==> src/qtue_pkg.sv <==
// Shared types and constants of the Q-table update engine.
// Holds the item structs, command and status codes, controller states and the
// command and status structs between controller and datapath. No dependencies.
package qtue_pkg;

    // Width of an action index inside the engine; covers up to eight actions.
    localparam int IDX_W = 3;

    // Command codes of an input item.
    localparam logic [1:0] CMD_LOAD   = 2'd0;
    localparam logic [1:0] CMD_UPDATE = 2'd1;
    localparam logic [1:0] CMD_QUERY  = 2'd2;

    // Status codes of a result item.
    localparam logic [1:0] ST_OK    = 2'd0;
    localparam logic [1:0] ST_RANGE = 2'd1;
    localparam logic [1:0] ST_SAT   = 2'd2;

    // Register indexes, taken from the word address of the APB port.
    localparam logic REG_LEARNING_RATE = 1'b0;
    localparam logic REG_DISCOUNT      = 1'b1;

    // Reset values of the registers, unsigned Q0.16.
    localparam logic [15:0] LEARNING_RATE_RST = 16'd6554;
    localparam logic [15:0] DISCOUNT_RST      = 16'd58982;

    typedef struct packed {
        logic [1:0]         command;
        logic [7:0]         current_state;
        logic [1:0]         action_taken;
        logic [7:0]         next_state;
        logic signed [31:0] value_in;
    } t_in_item;

    typedef struct packed {
        logic signed [31:0] new_q;
        logic [1:0]         best_action;
        logic signed [31:0] best_q;
        logic [1:0]         status;
    } t_out_item;

    typedef enum logic [3:0] {
        S_IDLE,
        S_DECODE,
        S_SCAN,
        S_DRAIN,
        S_READQ,
        S_BOOT,
        S_TARGET,
        S_PROD,
        S_ROUND,
        S_FINISH
    } t_state;

    // Which kind of result the datapath formats when it loads the output.
    typedef enum logic [1:0] {
        RES_RANGE,
        RES_LOAD,
        RES_UPDATE,
        RES_QUERY
    } t_res_kind;

    typedef struct packed {
        logic             capture;
        logic             rd_en;
        logic             rd_next;
        logic             rd_scan;
        logic [IDX_W-1:0] rd_idx;
        logic             boot;
        logic             target;
        logic             prod;
        logic             round_en;
        logic             out_load;
        t_res_kind        res_kind;
    } t_dp_cmd;

    typedef struct packed {
        logic [1:0] command;
        logic       bad;
        logic       out_busy;
    } t_dp_status;

endpackage

==> src/qtue_ctrl.sv <==
// Controller of the Q-table update engine: one state machine that sequences
// the row scan, the update arithmetic and the result hand-off.
// Depends on qtue_pkg.
module qtue_ctrl #(
    parameter int NUM_ACTIONS = 3
) (
    input  logic                i_clk,
    input  logic                i_rst_n,
    input  logic                i_in_valid,
    output logic                o_in_stall,
    input  qtue_pkg::t_dp_status i_status,
    output qtue_pkg::t_dp_cmd   o_cmd
);

    localparam logic [qtue_pkg::IDX_W-1:0] LAST_IDX = qtue_pkg::IDX_W'(NUM_ACTIONS - 1);

    qtue_pkg::t_state              r_state, n_state;
    logic [qtue_pkg::IDX_W-1:0]    r_k, n_k;

    always_ff @(posedge i_clk) begin
        if (!i_rst_n) begin
            r_state <= qtue_pkg::S_IDLE;
            r_k     <= '0;
        end else begin
            r_state <= n_state;
            r_k     <= n_k;
        end
    end

    always_comb begin
        n_state        = r_state;
        n_k            = r_k;
        o_cmd          = '0;
        o_cmd.res_kind = qtue_pkg::RES_RANGE;
        o_in_stall     = (r_state != qtue_pkg::S_IDLE);
        unique case (r_state)
            qtue_pkg::S_IDLE: begin
                o_cmd.capture = i_in_valid;
                if (i_in_valid) begin
                    n_state = qtue_pkg::S_DECODE;
                end
            end
            qtue_pkg::S_DECODE: begin
                n_k = '0;
                if (i_status.bad || i_status.command == qtue_pkg::CMD_LOAD) begin
                    n_state = qtue_pkg::S_FINISH;
                end else begin
                    n_state = qtue_pkg::S_SCAN;
                end
            end
            qtue_pkg::S_SCAN: begin
                // An update scans the successor row, a query its own row.
                o_cmd.rd_en   = 1'b1;
                o_cmd.rd_scan = 1'b1;
                o_cmd.rd_next = (i_status.command == qtue_pkg::CMD_UPDATE);
                o_cmd.rd_idx  = r_k;
                n_k           = r_k + 1'b1;
                if (r_k == LAST_IDX) begin
                    if (i_status.command == qtue_pkg::CMD_UPDATE) begin
                        n_state = qtue_pkg::S_READQ;
                    end else begin
                        n_state = qtue_pkg::S_DRAIN;
                    end
                end
            end
            qtue_pkg::S_DRAIN: begin
                n_state = qtue_pkg::S_FINISH;
            end
            qtue_pkg::S_READQ: begin
                o_cmd.rd_en = 1'b1;
                n_state     = qtue_pkg::S_BOOT;
            end
            qtue_pkg::S_BOOT: begin
                o_cmd.boot = 1'b1;
                n_state    = qtue_pkg::S_TARGET;
            end
            qtue_pkg::S_TARGET: begin
                o_cmd.target = 1'b1;
                n_state      = qtue_pkg::S_PROD;
            end
            qtue_pkg::S_PROD: begin
                o_cmd.prod = 1'b1;
                n_state    = qtue_pkg::S_ROUND;
            end
            qtue_pkg::S_ROUND: begin
                o_cmd.round_en = 1'b1;
                n_state        = qtue_pkg::S_FINISH;
            end
            qtue_pkg::S_FINISH: begin
                if (i_status.bad) begin
                    o_cmd.res_kind = qtue_pkg::RES_RANGE;
                end else if (i_status.command == qtue_pkg::CMD_LOAD) begin
                    o_cmd.res_kind = qtue_pkg::RES_LOAD;
                end else if (i_status.command == qtue_pkg::CMD_UPDATE) begin
                    o_cmd.res_kind = qtue_pkg::RES_UPDATE;
                end else begin
                    o_cmd.res_kind = qtue_pkg::RES_QUERY;
                end
                if (!i_status.out_busy) begin
                    o_cmd.out_load = 1'b1;
                    n_state        = qtue_pkg::S_IDLE;
                end
            end
            default: begin
                n_state = qtue_pkg::S_IDLE;
            end
        endcase
    end

endmodule

==> config.mk <==
export PLATFORM = sky130hd
export DESIGN_NAME = qtue_ctrl
export DESIGN_NICKNAME = d
export VERILOG_FILES = /design/src/qtue_pkg.sv /design/src/qtue_ctrl.sv
export SDC_FILE = /design/constraint.sdc
export NUM_CORES = 1
export LEC_CHECK = 0
export BUFFER_PORTS_ARGS = -buffer_cell sky130_fd_sc_hd__buf_2
export CORE_MARGIN = 1
export CORE_UTILIZATION = 35
export CTS_CLUSTER_DIAMETER = 120
export DETAILED_ROUTE_END_ITERATION = 16
export PLACE_DENSITY = 0.64
export SLEW_MARGIN = 30
export SYNTH_ARGS = -nofsm -noshare
export SYNTH_HDL_FRONTEND = slang
export SYNTH_SLANG_ARGS = --single-unit
==> constraint.sdc <==
create_clock -name i_clk -period 2.25 [get_ports i_clk]
set_clock_uncertainty 0.2 [all_clocks]
set_input_delay 0 -clock i_clk [delete_from_list [all_inputs] [get_ports i_clk]]
set_output_delay 0 -clock i_clk [all_outputs]
set_load 0.02 [all_outputs]
* After elaboration in Yosys (flattened, before gate mapping)
Cells that the tools add are included.
** Word-level totals
- Bits in registers :: 7
- Bits in latches :: 0
- Bits in writable memories :: 0
- Memory bits (read-only) :: 0
- Input port bits :: 7
- Output and inout bits :: 15
- Logic and storage cells :: 44
- Memories kept :: 0
** Cells by class
- Add/subtract/negate cells :: 1
- Multipliers :: 0
- Div/mod/pow operators :: 0
- $lt $le $gt $ge :: 0
- Equality and inequality tests :: 14
- Shift-type cells :: 0
- Muxes and demuxes :: 19
- Bitwise logic cells :: 0
- Reductions and logical operators :: 8
** Operators with widths (count)
- 4-bit case mux with 9 select lines :: 1
- 4-bit by 3-bit == test with 1-bit output, second input constant :: 4
- 4-bit two-way mux :: 4
- 4-bit by 2-bit == test with 1-bit output, second input constant :: 2
- 4-bit == test, second input constant :: 2
- 1-bit two-way mux :: 8
- 3-bit two-way mux :: 2
- 2-bit inequality test, second input constant :: 3
- 3-bit case mux with 2 select lines :: 1
- 5-bit two-way mux :: 1
- 4-bit by 1-bit == test with 1-bit output, second input constant :: 1
- 4-bit zero test :: 1
- 2-bit two-way mux :: 2
- 4-bit nonzero test :: 1
- 2-bit OR reduction :: 2
- 3-bit by 1-bit adder with 3-bit output, second input constant :: 1
- 3-bit by 2-bit == test with 1-bit output, second input constant :: 1
- 3-bit AND reduction :: 1
- 2-bit by 1-bit == test with 1-bit output, second input constant :: 1
- 2-bit zero test :: 1
- 2-bit nonzero test :: 1
- 1-bit logical OR :: 1

* Depth between registers and ports, before layout
- Depth in word-level cells :: 5
- Depth in mapped cells :: 6
- Gate-level depth less buffers :: 6

* Least setup slack after synthesis
Ideal clock, no wire load.
- Path type :: reg-to-output
- Start point :: register r_state[2]
- End point :: output o_cmd[11] (netlist name)
- Arrival :: 1.519 ns
- Required time :: 2.050 ns
- Setup slack :: 0.531 ns
- Stages on the path, launching flop included :: 5
- Buffers on the path :: 2
- Cells stage by stage :: dfxtp_1 > buf_6 > buf_2 > nor3_1 > and2_1
** RTL lines
- start: declaration :: RTL line qtue_ctrl.sv:17 : qtue_pkg::t_state r_state, n_state;
- start signal: assignment :: RTL line qtue_ctrl.sv:22 : r_state <= qtue_pkg::S_IDLE;
- start signal: assignment :: RTL line qtue_ctrl.sv:25 : r_state <= n_state;
- end: declaration :: RTL line qtue_ctrl.sv:12 : output qtue_pkg::t_dp_cmd o_cmd

* Worst setup path after layout
- Start point :: register r_state[2]
- End point :: register r_state[0]
** On the way
- Word-level cells in the longest chain between the ends :: 3
- Elaborated cells between the ends (all ways) :: 16
- Classes of those cells :: eq/ne (12); mux (1); reduce/logical (3)
** Ends and longest elaborated chain
- 4-bit == test, or another cell as far along :: RTL line qtue_ctrl.sv:36 : unique case (r_state)
- 2-bit OR reduction (no line) / 2-bit inequality test (equally long branches)
- 4-bit case mux with 9 select lines / 3-bit AND reduction (equally long branches)
Parallel ways exist; a longest one is shown, timed or not.
A chain may end at the register's enable or synchronous reset.

==> run_summary.xml <==
<?xml version="1.0" encoding="UTF-8"?>
<metrics>
  <group name="outcome">
    <metric name="status" unit="">finished clean</metric>
  </group>
  <group name="synth">
    <metric name="asyncSetResetFlopFracSynth" unit="%">0</metric>
    <metric name="synth_warnings" unit="">0</metric>
    <metric name="synth_top_flop_cell" unit="">dfxtp_1</metric>
    <metric name="yosysSeqAreaShare" unit="%">24.3</metric>
    <metric name="synth_enable_flop_cells" unit="">0</metric>
    <metric name="netlist-cell-type-count" unit="">28</metric>
    <metric name="syn_inst" unit="">85</metric>
    <metric name="post_synth_net_total" unit="">94</metric>
    <metric name="synth.avg_cell_area" unit="µm²">6.79</metric>
    <metric name="synth_area" unit="µm²">577</metric>
    <metric name="synth_seq_cells" unit="">7</metric>
  </group>
  <group name="die">
    <metric name="dieArea" unit="µm²">1810</metric>
    <metric name="rows" unit="">14</metric>
    <metric name="chipWidth" unit="µm">42.6</metric>
    <metric name="core_area" unit="µm²">1520</metric>
    <metric name="fp.dieH" unit="µm">42.6</metric>
    <metric name="start_util" unit="%">37.8</metric>
    <metric name="io-pin-count" unit="">22</metric>
  </group>
  <group name="final_layout">
    <metric name="n_antenna_cell" unit="">0</metric>
    <metric name="layout.cells.most_common_list" unit="">buf_2 (21), nor3_1 (12), nor2_1 (12)</metric>
    <metric name="final_core_util" unit="%">49.9</metric>
    <metric name="syn2layout_area_growth" unit="%">31.9</metric>
    <metric name="final_net_count" unit="">121</metric>
    <metric name="fillers" unit="">166</metric>
    <metric name="drive_gt1_share" unit="%">26.1</metric>
    <metric name="layout.cells.most_common" unit="">buf_2</metric>
  </group>
  <group name="routing">
    <metric name="via_count" unit="">690</metric>
    <metric name="avgViaCountPerCell" unit="">5.43</metric>
    <metric name="ant_nets" unit="">0</metric>
    <metric name="dr.first_iter.drc_count" unit="">8</metric>
    <metric name="wl_per_cell" unit="µm">12.1</metric>
    <metric name="routed_wirelength" unit="µm">1540</metric>
    <metric name="route.detailed.drc" unit="">0</metric>
    <metric name="drt_first_pass_iters" unit="">2</metric>
  </group>
  <group name="clock_network">
    <metric name="clock_sink_count" unit="">7</metric>
    <metric name="cts_tree" unit="">done</metric>
    <metric name="htreeDepth" unit="">1</metric>
    <metric name="clock-root-buffer" unit="">clkbuf_4</metric>
    <metric name="cts-buffers-inserted" unit="">3</metric>
    <metric name="max_root_sink_buffers" unit="">2</metric>
    <metric name="number_of_setup_buffers_added_after_cts" unit="">0</metric>
    <metric name="path_clk_slew" unit="ps">60</metric>
    <metric name="clock_latency" unit="ps">250</metric>
  </group>
  <group name="sta">
    <metric name="finalHoldViolations" unit="">0</metric>
    <metric name="timing_max_transition_violations_final" unit="">0</metric>
    <metric name="setup_violators_final" unit="">0</metric>
    <metric name="relSlewSlack" unit="%">69.2</metric>
    <metric name="fin_setup_tns" unit="ps">0</metric>
    <metric name="final.period_utilization" unit="%">94.9</metric>
    <metric name="finalWorstPathRequiredPeriod" unit="ps">2140</metric>
    <metric name="worstMarginPinSlew" unit="ps">459</metric>
    <metric name="achievable-frequency" unit="GHz">0.468</metric>
    <metric name="setup_slack" unit="ps">114</metric>
    <metric name="rsz0062_at_grt" unit="">no</metric>
    <metric name="hold_ws" unit="ps">70.1</metric>
  </group>
  <group name="min_path">
    <metric name="hold_path_depth" unit="">3</metric>
    <metric name="hold_path_class" unit="">input port to output pin</metric>
  </group>
  <group name="setup_path">
    <metric name="worstPathArrival" unit="ps">2080</metric>
    <metric name="crit_path_cell_count" unit="">5</metric>
    <metric name="critical_path.n_buffers_inverters" unit="">1</metric>
    <metric name="max_stage_delay" unit="ps">550</metric>
    <metric name="worst_setup_path_start_kind" unit="">flop</metric>
    <metric name="critPathRequiredTime" unit="ps">2190</metric>
    <metric name="reg2regPathDepth" unit="">5</metric>
    <metric name="crit_type" unit="">flop to flop</metric>
    <metric name="critPathMaxFanout" unit="">17</metric>
    <metric name="critical_path.slowest_cell" unit="">dlygate4sd3_1</metric>
    <metric name="critical-path-top-delay-family" unit="">simple AND/OR/NAND/NOR gates</metric>
    <metric name="cp_cell_sequence" unit="">or4b_1 &gt; o311a_1 &gt; nor2_1 &gt; o32ai_1 &gt; dlygate4sd3_1</metric>
    <metric name="reg2reg_slack" unit="ps">110</metric>
    <metric name="crit_path_end_kind" unit="">flop</metric>
  </group>
  <group name="global_routing">
    <metric name="grt_util_met3" unit="%">2.59</metric>
    <metric name="number_of_antenna_violations_at_the_first_check_in_global_routing" unit="">0</metric>
    <metric name="aggregate_global_route_resource_usage" unit="%">18.3</metric>
    <metric name="grt_max_degree" unit="">18</metric>
    <metric name="gr-usage-met1" unit="%">22.5</metric>
    <metric name="grt_pass1_vias" unit="">582</metric>
    <metric name="first_pass_grt_wire_length" unit="µm">2450</metric>
    <metric name="gr-max-usage-layer" unit="">met2</metric>
    <metric name="met2_usage" unit="%">30.8</metric>
    <metric name="gr-total-overflow" unit="">0</metric>
  </group>
  <group name="power_and_ir_drop">
    <metric name="pwr_density_cell" unit="nW/µm²">952</metric>
    <metric name="worst_ir_drop_vdd" unit="V">0.000481</metric>
    <metric name="static-leakage-power" unit="nW">0.366</metric>
  </group>
  <group name="place">
    <metric name="port_buffers" unit="">21</metric>
    <metric name="post-place-ws" unit="ps">568</metric>
    <metric name="finalWeightedCongestion" unit="">0.825</metric>
    <metric name="dp_hpwl" unit="µm">1130</metric>
  </group>
  <group name="run">
    <metric name="max-cap-violations" unit="">0</metric>
  </group>
</metrics>
[path summary, 6_finish.rpt]
path	startpoint	endpoint
worst max-delay path	r_state[2]	r_state[0]
worst min register to register	r_k[0]	r_k[0]
worst max register to register	r_state[2]	r_state[0]
worst min-delay path	i_status[1]	o_cmd[0]
[cell families (layout without fill, tap and decap cells)]
family                     after synthesis  count (layout)  share of synthesized area, %
DFF                                      7               7                          24.3
and+or+nand+nor                         47              47                          40.6
adders and majority gates                2               2                          4.34
muxes                                    1               1                          1.95
xor gates and xnor gates                 1               1                          1.52
AOI/OAI and AO/OA                       17              17                          18.4
buffers and inverters                   10              36                          8.89
[state kept, by name, summed over array words and instances, names as in the netlist]
name,count
r_state,4
r_k,3
[synthesized netlist by cell type, types with 2 or more instances]
library cell | count | area (µm²)
nor3_1 | 12 | 60.1
and3_1 | 3 | 18.8
o21ai_1 | 2 | 10.0
nor2_1 | 12 | 45.0
nand2b_1 | 3 | 18.8
and2_1 | 4 | 25.0
dfxtp_1 | 7 | 140
buf_2 | 5 | 25.0
nand2_1 | 8 | 30.0
inv_1 | 3 | 11.3
ha_1 | 2 | 25.0
a21oi_1 | 8 | 40.0
[repair_timing]
| item | CTS | global route |
|---|---|---|
| endpoints found under the setup margin | 0 | 2 |
| gates resized for setup | 0 | 2 |
| hold endpoints to repair | 7 | 0 |
| hold buffers | 5 | 0 |
[final cells by class]
cell class	count	area, µm²	share of cell area [%]
clock buffer	4	26.3	3.45
inverter	4	15.0	1.97
multi-input combinational	68	385	50.7
sequential	7	144	18.9
tap	16	20.0	2.63
timing repair buffer	28	170	22.4
[where the power goes]
group	leakage, nW	total (mW)	internal, mW	switching (mW)
Clock	0.0150	0.114	0.0677	0.0465
Combinational	0.293	0.416	0.162	0.254
Sequential	0.0578	0.194	0.151	0.0434
[metrics by stage]
stage               power (mW)  cells  cell area, µm²
floorplan                0.484     85             577
global placement         0.581    118             681
detailed placement       0.589    118             681
CTS                      0.725    127             757
global route             0.785    127             761
finish                   0.724    127             761
[routing by layer]
| metal | up-vias | share of wire [%] |
|---|---|---|
| met2 | 7 | 47 |
| met3 | 2 | 1.8 |
| met1 | 327 | 50 |
| met5 | - | 0 |
| li1 | 354 | - |
| met4 | 0 | 0.98 |
[tightest hold or removal path, stage by stage]
cell and delay, ps:
buf_2 80, nor3_1 40, buf_2 150
(Power assumes the default switching activity.)
